## config.mk

```make
export PLATFORM = sky130hd
export DESIGN_NAME = vlan_query_frame_validator_flat
export DESIGN_NICKNAME = d
export VERILOG_FILES = /design/src/rtl/core/vqfv_pkg.sv /design/src/rtl/core/vqfv_if.sv /design/src/rtl/core/vlan_query_frame_validator.sv /design/src/flat_wrapper.sv
export VERILOG_INCLUDE_DIRS = /design/src /design/src/rtl/core
export SDC_FILE = /design/constraint.sdc
export NUM_CORES = 1
export LEC_CHECK = 0
export BUFFER_PORTS_ARGS = -buffer_cell sky130_fd_sc_hd__buf_2
export CAP_MARGIN = 40
export CORE_ASPECT_RATIO = 1.75
export CORE_MARGIN = 10
export CORE_UTILIZATION = 65
export CTS_CLUSTER_SIZE = 24
export DETAILED_ROUTE_END_ITERATION = 16
export PLACE_DENSITY = 0.9
export REMOVE_ABC_BUFFERS = 1
export SYNTH_ARGS = -nofsm -noshare
export SYNTH_HDL_FRONTEND = slang
export SYNTH_SLANG_ARGS = --single-unit
```

## constraint.sdc

```tcl
create_clock -name clk -period 8.04 [get_ports clk]
set_input_delay 0.402 -clock clk [delete_from_list [all_inputs] [get_ports clk]]
set_output_delay 0.402 -clock clk [all_outputs]
set_load 0.1 [all_outputs]
```

## src/rtl/core/vlan_query_frame_validator_assert.svh

```systemverilog
// Assertion macros for the VLAN query frame validator RTL.
// No dependencies; define ASSERT_OFF to compile the checks out.
`ifndef VLAN_QUERY_FRAME_VALIDATOR_ASSERT_SVH
`define VLAN_QUERY_FRAME_VALIDATOR_ASSERT_SVH
`ifndef ASSERT_OFF
// expr must hold at every clock edge out of reset
`define VQFV_ASSERT_ALWAYS(lbl, clk, rst_n, expr, msg) \
	lbl: assert property (@(posedge clk) disable iff (!rst_n) (expr)) else $error(msg);
// cons must hold in the cycle after ante
`define VQFV_ASSERT_NEXT(lbl, clk, rst_n, ante, cons, msg) \
	lbl: assert property (@(posedge clk) disable iff (!rst_n) (ante) |=> (cons)) else $error(msg);
`else
`define VQFV_ASSERT_ALWAYS(lbl, clk, rst_n, expr, msg)
`define VQFV_ASSERT_NEXT(lbl, clk, rst_n, ante, cons, msg)
`endif
`endif

```

## src/rtl/core/vqfv_pkg.sv

```systemverilog
// Shared types and constants for the VLAN query frame validator.
// No dependencies; used by the channel interfaces and the top level.
package vqfv_pkg;

	localparam int MAX_FRAME_BYTES = 65535;
	localparam int POS_W           = $clog2(MAX_FRAME_BYTES + 1);
	localparam int OFF_W           = POS_W + 1;

	localparam int HEADER_BYTES    = 8;
	localparam int MAX_LEN_RESET   = 250;

	localparam logic [7:0] ATTR_OUI_LAST = 8'h0C;
	localparam logic [7:0] ATTR_TYPE_MIN = 8'd1;
	localparam logic [7:0] ATTR_TYPE_MAX = 8'd8;
	localparam logic [7:0] TYPE_NO_LIMIT = 8'd5;

	// attribute header byte index
	localparam logic [2:0] HDR_OUI_0     = 3'd0;
	localparam logic [2:0] HDR_OUI_1     = 3'd1;
	localparam logic [2:0] HDR_OUI_2     = 3'd2;
	localparam logic [2:0] HDR_TYPE      = 3'd3;
	localparam logic [2:0] HDR_LEN_HI    = 3'd4;
	localparam logic [2:0] HDR_LEN_LO    = 3'd5;
	localparam logic [2:0] HDR_DONE      = 3'd6;
	localparam logic [2:0] HDR_COMMITTED = 3'd7;

	typedef enum logic [2:0] {
		ST_OK       = 3'd0,
		ST_SHORT    = 3'd1,
		ST_TRUNC    = 3'd2,
		ST_BAD_TYPE = 3'd3,
		ST_BAD_LEN  = 3'd4
	} status_t;

endpackage

```

## src/rtl/core/vqfv_if.sv

```systemverilog
// Valid/ready channel interfaces of the VLAN query frame validator.
// Depends on vqfv_pkg.
interface vqfv_in_if import vqfv_pkg::*; ();
	logic       valid;
	logic       ready;
	logic [7:0] data_byte;
	logic       last_byte;

	modport source (output valid, data_byte, last_byte, input ready);
	modport sink   (input valid, data_byte, last_byte, output ready);
endinterface

interface vqfv_out_if import vqfv_pkg::*; ();
	logic             valid;
	logic             ready;
	status_t          status;
	logic [OFF_W-1:0] end_offset;

	modport source (output valid, status, end_offset, input ready);
	modport sink   (input valid, status, end_offset, output ready);
endinterface

interface vqfv_cfg_if import vqfv_pkg::*; ();
	logic       valid;
	logic       ready;
	logic [7:0] max_value_length;

	modport source (output valid, max_value_length, input ready);
	modport sink   (input valid, max_value_length, output ready);
endinterface

```

## src/rtl/core/vlan_query_frame_validator.sv

```systemverilog
// VLAN query frame validator: one frame byte a beat in, one verdict beat per frame out.
// A user should know: one byte is taken every clock cycle; a byte is checked by the walk
// logic while it sits in the input register, the frame state takes the outcome as that
// byte leaves the register, and the verdict of a frame enters the result register as its last
// byte leaves it. The result register is the only point of backpressure: only a last byte
// waits on it, so a stalled result side holds up the stream only once it has a second
// verdict to deliver. The 8-byte frame header is skipped, then each attribute header
// (00 00 0C, type 1..8, 16-bit length) is checked and its data bytes skipped. status is
// ok, short frame, truncated attribute, bad type or bad length; the first fault wins.
// end_offset is where the walk ended (may pass the frame end) and is 0 unless ok. Bytes
// beyond MAX_FRAME_BYTES are ignored except for their last mark. max_value_length resets to 250;
// the user writes it through cfg only while no frame is in flight, which the block does not enforce.
// Depends on vqfv_pkg, vqfv_if.sv and vlan_query_frame_validator_assert.svh.
`include "vlan_query_frame_validator_assert.svh"

module vlan_query_frame_validator import vqfv_pkg::*; (
	input  logic       clk,
	input  logic       arst_n,
	vqfv_in_if.sink    frame,
	vqfv_out_if.source result,
	vqfv_cfg_if.sink   cfg
);

	// ---------------------------------------------------------------- config register
	logic [7:0] max_len_q;

	assign cfg.ready = 1'b1;

	always_ff @(posedge clk or negedge arst_n) begin
		if (!arst_n) begin
			max_len_q <= 8'(MAX_LEN_RESET);
		end else if (cfg.valid) begin
			max_len_q <= cfg.max_value_length;
		end
	end

	// ---------------------------------------------------------------- input register
	logic       byte_valid_s1;
	logic [7:0] byte_s1;
	logic       last_s1;
	logic       advance;
	logic       out_valid_q;

	// only a last byte needs the result register
	assign advance     = byte_valid_s1 && (!last_s1 || !out_valid_q || result.ready);
	assign frame.ready = !byte_valid_s1 || advance;

	always_ff @(posedge clk or negedge arst_n) begin
		if (!arst_n) begin
			byte_valid_s1 <= 1'b0;
		end else if (frame.valid && frame.ready) begin
			byte_valid_s1 <= 1'b1;
		end else if (advance) begin
			byte_valid_s1 <= 1'b0;
		end
	end

	always_ff @(posedge clk) begin
		if (frame.valid && frame.ready) begin
			byte_s1 <= frame.data_byte;
			last_s1 <= frame.last_byte;
		end
	end

	// ---------------------------------------------------------------- frame state
	logic [POS_W-1:0] byte_pos_q;     // offset of the next byte, saturates at the cap
	logic [OFF_W-1:0] next_attr_q;    // where the next attribute begins
	logic [2:0]       hdr_idx_q;      // attribute header bytes seen
	logic [7:0]       attr_type_q;
	logic [7:0]       len_hi_q;
	status_t          cur_err_q;      // first fault of this attribute
	status_t          com_err_q;      // first fault of the walk

	logic [POS_W-1:0] byte_pos_d;
	logic [OFF_W-1:0] next_attr_d;
	logic [2:0]       hdr_idx_d;
	logic [7:0]       attr_type_d;
	logic [7:0]       len_hi_d;
	status_t          cur_err_d;
	status_t          com_err_d;
	status_t          fault;
	logic             in_range;
	logic             walk;
	logic [POS_W-1:0] pos_eff;
	status_t          status_d;
	logic [OFF_W-1:0] end_off_d;

	always_comb begin
		byte_pos_d  = byte_pos_q;
		next_attr_d = next_attr_q;
		hdr_idx_d   = hdr_idx_q;
		attr_type_d = attr_type_q;
		len_hi_d    = len_hi_q;
		cur_err_d   = cur_err_q;
		com_err_d   = com_err_q;
		fault       = ST_OK;

		in_range = byte_pos_q < POS_W'(MAX_FRAME_BYTES);
		walk     = in_range && (byte_pos_q >= POS_W'(HEADER_BYTES)) && (com_err_q == ST_OK);

		if (in_range) begin
			byte_pos_d = byte_pos_q + POS_W'(1);
		end

		if (walk) begin
			// seventh byte of an attribute: its verdict becomes final
			if (hdr_idx_q == HDR_DONE) begin
				if (cur_err_q != ST_OK) begin
					com_err_d = cur_err_q;
				end
				hdr_idx_d = HDR_COMMITTED;
			end
			// start of a new attribute
			if (com_err_d == ST_OK && OFF_W'(byte_pos_q) == next_attr_q) begin
				hdr_idx_d = HDR_OUI_0;
				cur_err_d = ST_OK;
			end
			if (com_err_d == ST_OK && hdr_idx_d < HDR_DONE) begin
				case (hdr_idx_d)
					HDR_OUI_0, HDR_OUI_1: begin
						if (byte_s1 != 8'd0) fault = ST_BAD_TYPE;
					end
					HDR_OUI_2: begin
						if (byte_s1 != ATTR_OUI_LAST) fault = ST_BAD_TYPE;
					end
					HDR_TYPE: begin
						attr_type_d = byte_s1;
						if (!(byte_s1 inside {[ATTR_TYPE_MIN:ATTR_TYPE_MAX]})) fault = ST_BAD_TYPE;
					end
					HDR_LEN_HI: begin
						len_hi_d = byte_s1;
					end
					HDR_LEN_LO: begin
						if (attr_type_q != TYPE_NO_LIMIT &&
						    (len_hi_q != 8'd0 || byte_s1 > max_len_q)) begin
							fault = ST_BAD_LEN;
						end
						next_attr_d = OFF_W'(byte_pos_q) + OFF_W'(1) + OFF_W'({len_hi_q, byte_s1});
					end
					default: begin
					end
				endcase
				if (cur_err_d == ST_OK) begin
					cur_err_d = fault;
				end
				hdr_idx_d = hdr_idx_d + 3'd1;
			end
		end

		// verdict, used on a last byte only
		pos_eff   = in_range ? byte_pos_q : POS_W'(MAX_FRAME_BYTES - 1);
		end_off_d = '0;
		if (pos_eff < POS_W'(HEADER_BYTES - 1)) begin
			status_d = ST_SHORT;
		end else if (com_err_d != ST_OK) begin
			status_d = com_err_d;
		end else if (pos_eff == POS_W'(HEADER_BYTES - 1)) begin
			status_d  = ST_OK;
			end_off_d = OFF_W'(HEADER_BYTES);
		end else if (hdr_idx_d <= HDR_DONE) begin
			status_d = ST_TRUNC;
		end else begin
			status_d  = ST_OK;
			end_off_d = next_attr_d;
		end
	end

	always_ff @(posedge clk or negedge arst_n) begin
		if (!arst_n) begin
			byte_pos_q  <= '0;
			next_attr_q <= OFF_W'(HEADER_BYTES);
			hdr_idx_q   <= HDR_OUI_0;
			attr_type_q <= '0;
			len_hi_q    <= '0;
			cur_err_q   <= ST_OK;
			com_err_q   <= ST_OK;
		end else if (advance) begin
			if (last_s1) begin
				// frame done: back to the start-of-frame state
				byte_pos_q  <= '0;
				next_attr_q <= OFF_W'(HEADER_BYTES);
				hdr_idx_q   <= HDR_OUI_0;
				attr_type_q <= '0;
				len_hi_q    <= '0;
				cur_err_q   <= ST_OK;
				com_err_q   <= ST_OK;
			end else begin
				byte_pos_q  <= byte_pos_d;
				next_attr_q <= next_attr_d;
				hdr_idx_q   <= hdr_idx_d;
				attr_type_q <= attr_type_d;
				len_hi_q    <= len_hi_d;
				cur_err_q   <= cur_err_d;
				com_err_q   <= com_err_d;
			end
		end
	end

	// ---------------------------------------------------------------- result register
	status_t          status_q;
	logic [OFF_W-1:0] end_off_q;

	always_ff @(posedge clk or negedge arst_n) begin
		if (!arst_n) begin
			out_valid_q <= 1'b0;
		end else if (advance && last_s1) begin
			out_valid_q <= 1'b1;
		end else if (result.ready) begin
			out_valid_q <= 1'b0;
		end
	end

	always_ff @(posedge clk) begin
		if (advance && last_s1) begin
			status_q  <= status_d;
			end_off_q <= end_off_d;
		end
	end

	assign result.valid      = out_valid_q;
	assign result.status     = status_q;
	assign result.end_offset = end_off_q;

	// ---------------------------------------------------------------- checks
	`VQFV_ASSERT_ALWAYS(a_fail_no_offset, clk, arst_n,
		!out_valid_q || status_q == ST_OK || end_off_q == '0,
		"end_offset nonzero on a failed frame")
	`VQFV_ASSERT_ALWAYS(a_ok_past_header, clk, arst_n,
		!out_valid_q || status_q != ST_OK || end_off_q >= OFF_W'(HEADER_BYTES),
		"ok verdict with offset inside the header")
	`VQFV_ASSERT_ALWAYS(a_commit_final, clk, arst_n,
		com_err_q == ST_OK || hdr_idx_q == HDR_COMMITTED,
		"walk fault recorded before the attribute was committed")
	`VQFV_ASSERT_NEXT(a_frame_restart, clk, arst_n,
		advance && last_s1,
		byte_pos_q == '0 && hdr_idx_q == HDR_OUI_0 && com_err_q == ST_OK,
		"frame state not cleared after a last byte")

endmodule

```

## src/flat_wrapper.sv

```systemverilog
// flat-port wrapper written by rule: the top's interface ports become plain ports
module vlan_query_frame_validator_flat import vqfv_pkg::*;
  (clk, arst_n, frame_valid, frame_data_byte, frame_last_byte, frame_ready, result_valid, result_status, result_end_offset, result_ready, cfg_valid, cfg_max_value_length, cfg_ready);
  vqfv_in_if frame_i ();
  vqfv_out_if result_i ();
  vqfv_cfg_if cfg_i ();
  input  logic clk;
  input  logic arst_n;
  input wire logic [$bits(frame_i.valid)-1:0] frame_valid;
  input wire logic [$bits(frame_i.data_byte)-1:0] frame_data_byte;
  input wire logic [$bits(frame_i.last_byte)-1:0] frame_last_byte;
  output wire logic [$bits(frame_i.ready)-1:0] frame_ready;
  output wire logic [$bits(result_i.valid)-1:0] result_valid;
  output wire logic [$bits(result_i.status)-1:0] result_status;
  output wire logic [$bits(result_i.end_offset)-1:0] result_end_offset;
  input wire logic [$bits(result_i.ready)-1:0] result_ready;
  input wire logic [$bits(cfg_i.valid)-1:0] cfg_valid;
  input wire logic [$bits(cfg_i.max_value_length)-1:0] cfg_max_value_length;
  output wire logic [$bits(cfg_i.ready)-1:0] cfg_ready;
  assign frame_i.valid = frame_valid;
  assign frame_i.data_byte = frame_data_byte;
  assign frame_i.last_byte = frame_last_byte;
  assign frame_ready = frame_i.ready;
  assign result_valid = result_i.valid;
  assign result_status = result_i.status;
  assign result_end_offset = result_i.end_offset;
  assign result_i.ready = result_ready;
  assign cfg_i.valid = cfg_valid;
  assign cfg_i.max_value_length = cfg_max_value_length;
  assign cfg_ready = cfg_i.ready;
  vlan_query_frame_validator u_core (.clk(clk), .arst_n(arst_n), .frame(frame_i), .result(result_i), .cfg(cfg_i));
endmodule
```

==> results of run 1 <==
==> cells by family after synthesis <==
group,count (synthesis)
DFF,97
and+or+nand+nor,178
AOI/OAI and AO/OA,138
other,1
xor gates and xnor gates,38
buffers and inverters,46
adders and majority gates,32
muxes,14
==> state kept, by name, indices dropped and copies added, names as in the netlist, 3 cells and up <==
name and flops:
u_core.next_attr_q 17, u_core.result.end_offset 17, u_core.byte_pos_q 16, u_core.attr_type_q 8, u_core.byte_s1 8, u_core.len_hi_q 8, u_core.max_len_q 8, u_core.com_err_q 3
u_core.cur_err_q 3, u_core.hdr_idx_q 3, u_core.result.status 3
==> synthesized netlist by cell type, drive strengths merged, types with 2 or more instances <==
library cell	count	share of area
nand4	7	0.010
nand2b	10	0.011
and4	3	0.0055
a31oi	3	0.0044
nor2b	4	0.0044
nand2	44	0.031
o31ai	2	0.0035
o2111ai	2	0.0031
nand3b	4	0.0053
xor2	23	0.035
a211o	4	0.0064
ha	31	0.068
mux2	3	0.0059
nor4	10	0.011
and3	3	0.0033
nor2	45	0.031
and2	7	0.0079
or2	3	0.0037
a22o	26	0.040
nand3	14	0.012
a211oi	5	0.0097
mux2i	11	0.019
nor3	11	0.013
or3	6	0.0075
dfstp	7	0.032
dfrtp	61	0.27
clkbuf	6	0.0057
a21oi	32	0.029
o21ai	35	0.032
xnor2	15	0.023
buf	16	0.025
o41ai	3	0.0046
edfxtp	29	0.15
or4	2	0.0033
o21a	4	0.0053
inv	24	0.016
a32o	2	0.0035
o22ai	2	0.0022
o221ai	2	0.0042
a21o	5	0.0066
==> cell type report <==
class | instances | share of cell area
inverters | 24 | 0.0144
repair buffers | 45 | 0.0389
clock buffers | 11 | 0.0442
flip-flops and latches | 97 | 0.414
clock inverters | 5 | 0.00622
well taps | 117 | 0.0235
multi-input cells | 401 | 0.459
==> through the flow <==
step           hold slack [ns]  total power [mW]  area (µm²)  cells
2_1_floorplan            0.106             0.623        5520    522
6_report                 0.224              1.10        6230    700
3_3_place_gp             0.479             0.658        5900    683
4_1_cts                  0.221              1.10        6230    700
3_5_place_dp             0.497             0.664        5920    684
5_1_grt                  0.221              1.13        6230    700
==> power by group through the flow <==
stage / clock [mW] / sequential [mW] / combinational, mW
after global routing: 0.466 / 0.539 / 0.130
after detailed placement: 0 / 0.547 / 0.117
after global placement: 0 / 0.546 / 0.112
final: 0.447 / 0.537 / 0.118
after CTS: 0.446 / 0.537 / 0.118
after floorplan: 0 / 0.560 / 0.0625
==> worst max-delay path, stage by stage (launching register included) <==
cell and delay [ns]:
dfrtp_1 0.44, nor3_4 0.32, nor3_1 0.12, or4_4 0.58, or2_4 0.29, nand2_1 0.12
inv_1 0.08, ha_1 0.23, nor4_1 0.43, a21o_1 0.13, a221oi_1 0.09, o2111ai_1 0.28
a211o_1 0.19, o21ai_0 0.09
==> path summary, 6_finish.rpt <==
path / from / end / slack (ns)
worst max-delay path: u_core.cur_err_q[1] / u_core.cur_err_q[1] / 4.50
worst min-delay path: frame_data_byte[6] / u_core.byte_s1[6] / 0.22
max in group asynchronous: arst_n / u_core.byte_pos_q[8] / 7.21
worst min register to register: u_core.max_len_q[7] / u_core.max_len_q[7] / 0.51
min in group asynchronous: arst_n / u_core.com_err_q[1] / 0.24
worst max register to register: u_core.cur_err_q[1] / u_core.cur_err_q[1] / 4.50
==> routing by layer <==
| layer | track usage | up-vias |
|---|---|---|
| met2 | 0.388 | 265 |
| met4 | 0.167 | 0 |
| met5 | 0 | - |
| met3 | 0.0423 | 73 |
| met1 | 0.231 | 2169 |
| li1 | - | 2052 |
==> metrics.md, run 1 <==
| Metric | Value |
|---|---|
| RSZ-0062 raised after global routing | no |
| Antenna Nets Post-Route | 0 |
| I/O pin total | 45 |
| Slew HR | 0.399 |
| Complex-gate fraction of the synthesized area | 0.177 |
| Clock slew at the register clock pins of the worst setup and hold paths | 0.07 ns |
| Hold Crit Depth | 1 |
| Number of flops mapped to enable cells by yosys | 29 |
| Synth Area in XOR/XNOR | 0.0584 |
| Post-synth top flop | dfrtp_1 |
| Cell row count | 45 |
| Cell depth of the worst flop-to-flop path | 13 |
| Post-CTS setup buffers | 0 |
| Layout filler cell count | 598 |
| Peak VDD IR | 0.141 mV |
| Setup Skew | 0.0108 ns |
| GPL Wtd Cong | between 0.9 and 1 |
| Number of port buffers | 43 |
| PnR worst setup slack | 4.50 ns |
| Max_cap viols | 0 |
| M1 WL | 5.17 mm |
| Initial antenna violation count | 0 |
| Met3 wire length | 848 µm |
| Switch share | 0.265 |
| H-tree depth | 3 |
| First-pass GRT wire length | 23.2 mm |
| Crit path time final | roughly 3.5 ns |
| Sequential share of power | 0.487 |
| Syn. warnings | 0 |
| DR WL/cell | a little over 20 µm |
| Leak | between 2 and 3 nW |
| Worst-Skew Late Latency | 0.35 ns |
| Highest Clock Rate | approximately 280 MHz |
| Final Hold Vio Count | 0 |
| FFs w/ async S/R, synth | 0.701 |
| CTS tree | done |
| Max layer used | met4 |
| Area grow syn2layout | 9.37% |
| Vias per cell | 6.51 |
| DR iter-0 viols | 387 |
| Total net switching power | 0.293 mW |
| Total die area | between 10000 and 15000 µm² |
| Main combinational cell family by area after synthesis | compound AO/OA/AOI/OAI gates |
| Share of cells above drive strength 1 | 0.170 |
| Status | finished clean |
| Number of global-route vias before repair | 4722 |
| Slew @ Worst Pin | 0.896 ns |
| Hold Path Class | in2reg |
| Synthesized instance count | about 540 |
| Fin util | 0.724 |
| Syn Area/Cell | around 10 µm² |
| Crit end category | register |
| DRT Pass-1 Iters | 7 |
| Cts repair resizes | 0 |
| Simple-Gate Fraction of Synth Area | 0.168 |
| Total GRT Usage | 0.222 |
| Core area | approximately 8600 µm² |
| Initial core utilization | 0.662 |
| Most common cell after layout, fill and taps aside | dfrtp_1 |
| Worst Path Required | 8.26 ns |
| DRC Markers | 0 |
| WP data arrival | 3.75 ns |
| Setup TNS | 0 ns |
| Root Driver | clkbuf_16 |
| Mux share of post-synthesis cell area | 0.0252 |
| Comb pwr share | 0.107 |
| Clock Tree Buf Depth | 2 |
| Category of the most critical setup path | reg2reg |
| N_diodes | 0 |
| CTS Hold Bufs | 0 |
| Seq/Total Area, Yosys | 0.453 |
| # setup viols final | 0 |
| Area of the multi-input gates | 2860 µm² |
| Crit share post-route | 0.440 |
| Pint | 0.810 mW |
| Die X | 90.8 µm |
| Pre-CTS WS | 4.58 ns |
| Most frequent cells in the layout | dfrtp_1 (61), nor2_1 (43), buf_2 (43), nand2_1 (42) |
| GRT overflow | 0 |
| Post-synthesis adder-cell area fraction | 0.0716 |
| Unique masters post-synth | 82 |
| Crit path max fanout | 4 |
| Cts bufs inserted | 9 |
| Num Clock Sinks | 97 |
| Setup crit start kind | register |
| Cell area power density | 177 nW/µm² |
| Clock share of power | 0.406 |
| Number of synthesized register bits | just under 100 |
| Nets | 632 |
| Chip height | 144 µm |
| Largest net degree at the start of global routing | 69 |
| Register area | 2580 µm² |
| Detailed-route via count | between 4000 and 5000 |
| Met2 wire length | 7.31 mm |
| Drt total wl | approximately 14 mm |
| Synthesized area | 5700 µm² |
| Detailed placement HPWL | between 10 and 15 mm |
| Final Max Tran Viols | 0 |
No activity file was read; power rests on OpenSTA's default activity.
==> run 2: changes to the inputs <==
--- a/config.mk
+++ b/config.mk
@@ -10,10 +10,10 @@
 export CAP_MARGIN = 40
 export CORE_ASPECT_RATIO = 1.75
 export CORE_MARGIN = 10
-export CORE_UTILIZATION = 65
+export CORE_UTILIZATION = 55
 export CTS_CLUSTER_SIZE = 24
 export DETAILED_ROUTE_END_ITERATION = 16
-export PLACE_DENSITY = 0.9
+export PLACE_DENSITY = 0.82
 export REMOVE_ABC_BUFFERS = 1
 export SYNTH_ARGS = -nofsm -noshare
 export SYNTH_HDL_FRONTEND = slang
==> constraint.sdc (replaced) <==
create_clock -name clk -period 3.15 [get_ports clk]
set_input_delay 0.1575 -clock clk [delete_from_list [all_inputs] [get_ports clk]]
set_output_delay 0.1575 -clock clk [all_outputs]
set_load 0.1 [all_outputs]
==> metrics.md, run 2 (same netlist as run 1, synthesis figures left out) <==
| Metric | Value |
|---|---|
| Status | finished clean |
| Final Hold Vio Count | 0 (unchanged) |
| Initial core utilization | 0.557 (-0.105) |
| Worst path buffer plus inverter count | 3 (+2) |
| Detailed-route via count | 4809 (+5.5%) |
| Chip height | 155 µm (+7.5%) |
| Total die area | 15000 µm² (+15%) |
| Initial antenna violation count | 0 (unchanged) |
| Setup TNS | 0 ns (unchanged) |
| Pint | 2.16 mW (+170%) |
| Number of global-route vias before repair | 5000 (+5.9%) |
| Delay-heaviest family, CP | simple AND/OR/NAND/NOR gates |
| Antenna Nets Post-Route | 0 (unchanged) |
| Slowest cell on crit path | or4_4 |
| Switch share | 0.252 (-0.0138) |
| Cell row count | 49 (+8.9%) |
| Cell Area, Placed | 6350 µm² (+7.2%) |
| Sequential share of power | 0.470 (-0.017) |
| Post-layout instance area | 7160 µm² (+15%) |
| Clock slew at the register clock pins of the worst setup and hold paths | 0.06 ns (about the same) |
| DRC Markers | 0 (unchanged) |
| FF-to-FF Start | u_core.com_err_q[0] |
| Share of cells above drive strength 1 | 0.284 (+0.114) |
| Slew HR | 0.554 (+0.155) |
| Highest Clock Rate | 318 MHz (+13%) |
| Final Max Tran Viols | 0 (unchanged) |
| Setup crit start kind | register |
| GPL Wtd Cong | 1.02 (+2.8%) |
| Worst Min Path Start | frame_valid |
| PnR worst setup slack | 0.0102 ns (-4.49 ns) |
| Max_cap viols | 0 (unchanged) |
| Num Clock Sinks | 97 (unchanged) |
| N_diodes | 0 (unchanged) |
| Critical path startpoint | u_core.com_err_q[0] |
| Layout filler cell count | 713 (+19%) |
| Worst-Skew Late Latency | 0.35 ns (about the same) |
| DR iter-0 viols | 372 (-3.9%) |
| GRT overflow | 0 (unchanged) |
| Number of port buffers | 43 (unchanged) |
| Most common cell after layout, fill and taps aside | dfrtp_1 |
| Clock share of power | 0.402 (-0.004) |
| WP data arrival | 3.24 ns (-0.51 ns) |
| DRT Pass-1 Iters | 5 (-2) |
| Detailed placement HPWL | 12.1 mm (+14%) |
| RSZ-0062 raised after global routing | yes |
| Slew @ Worst Pin | 0.661 ns (-0.235 ns) |
| Worst Path Required | 3.25 ns (-5.01 ns) |
| Drt total wl | 16.4 mm (+15%) |
| Area grow syn2layout | 25.6% |
| CTS tree | done |
| H-tree depth | 3 (unchanged) |
| Crit path time final | 3.14 ns (-0.397 ns) |
| Area of the multi-input gates | 3070 µm² (+7.3%) |
| Register area | 2580 µm² (about the same) |
| Root Driver | clkbuf_16 |
| First-pass GRT wire length | 25.9 mm (+12%) |
| Overall Power | 2.89 mW (+160%) |
| Category of the most critical setup path | reg2reg |
| Clock Tree Buf Depth | 2 (unchanged) |
| I/O pin total | 45 (unchanged) |
| Fin util | 0.699 (-0.0245) |
| Vias per cell | 6.13 (-5.9%) |
| Final Non-Filler Cells | 785 (+12%) |
| Cell area power density | 403 nW/µm² (+130%) |
| Most used cell, CP | buf_12 |
| Cts bufs inserted | 9 (unchanged) |
| Peak VDD IR | 0.454 mV (+220%) |
| CP Cell Sequence | nor3_2, nand4_1, or4_4, or2_4, nand2_4, buf_6, ha_4, and3_4, o211a_4, buf_12, buf_12, mux2i_1, nor2_1 |
| Placed instance count | 739 (+8.0%) |
| Crit share post-route | 0.997 (+0.557) |
| Largest net degree at the start of global routing | 33 (-52%) |
| # setup viols final | 0 (unchanged) |
| Crit path max fanout | 8 (+4) |
| Nets | 707 (+12%) |
| Core area | 10200 µm² (+19%) |
| Hold Path Class | in2reg |
| Crit-path max cell delay | 0.57 ns (about the same) |
| Pre-CTS WS | -0.0672 ns (-4.65 ns) |
| Fin Hold WS | 0.0135 ns (-0.211 ns) |
| Comb pwr share | 0.127 (+0.020) |
| Die X | 97.0 µm (+6.8%) |
| Most frequent cells in the layout | dfrtp_1 (60), buf_4 (54), buf_2 (44), nand2_1 (41), nor2_1 (39) |
| Total net switching power | 0.727 mW (+150%) |
| Setup Skew | 0.00779 ns (-0.00298 ns) |
| DR WL/cell | 20.9 µm (+2.4%) |
| Crit end category | register |
| Leak | 3.13 nW (+16%) |
| Total GRT Usage | 0.214 (-0.00745) |
run 2: cell types whose count changed in the layout (fill, tap and decap cells not counted), moves of 3 or more:
cell	before	now
buf_6	0	3
a21oi_1	31	28
ha_4	0	4
inv_6	3	0
dlygate4sd3_1	0	10
clkbuf_1	0	3
nor2_2	0	4
buf_4	1	54
nor2_1	43	39
ha_1	31	27
buf_12	1	8
run 2: layout make-up:
type                            instances  share of cell area
Timing Repair Buffer                  120               0.132
Tap cell                              127              0.0222
Sequential cell                        97               0.361
Inverter                               24              0.0126
Clock buffer                           12              0.0330
Clock inverter                          4              0.0108
Multi-Input combinational cell        401               0.429
run 2: power groups by stage:
stage	clock network [mW]	registers, mW	logic, mW
after detailed placement	0	1.38	0.344
final	1.16	1.36	0.368
after global routing	1.23	1.36	0.402
after global placement	0	1.38	0.327
after floorplan	0	1.43	0.160
after CTS	1.18	1.36	0.357
run 2: worst reg2reg max path, stage by stage, from the launching register on:
cell and delay [ns]:
dfrtp_1 0.43, nor3_2 0.23, nand4_1 0.11, or4_4 0.57
or2_4 0.29, nand2_4 0.07, buf_6 0.10, ha_4 0.12
and3_4 0.17, o211a_4 0.26, buf_12 0.16, buf_12 0.11
mux2i_1 0.20, nor2_1 0.06
run 2: final timing paths:
path / end / slack [ns] / depth (start not counted)
hold reg to reg: u_core.attr_type_q[3] / 0.52 / 1
min in group asynchronous: u_core.attr_type_q[5] / 0.26 / 2
hold / removal: u_core.byte_valid_s1 / 0.01 / 2
setup / recovery: u_core.result.end_offset[7] / 0.01 / 13
setup reg to reg: u_core.result.end_offset[7] / 0.01 / 13
max in group asynchronous: u_core.byte_pos_q[8] / 2.23 / 3
run 2: per-layer routing:
layer | wire length [µm] | share of wire | global-route usage
met1 | 5740 | 0.35 | 0.210
met2 | 8810 | 0.54 | 0.396
met3 | 868 | 0.053 | 0.0442
met4 | 1010 | 0.062 | 0.138
met5 | 0 | 0 | 0
run 2: timing repair:
action                                  in CTS  in global routing
setup buffers                                2                 17
resized for setup                            3                 41
pin swaps                                    2                 15
gates cloned                                 0                  1
hold buffers                                10                  0
endpoints found under the hold margin       17                  0
endpoints found under the setup margin      17                 28
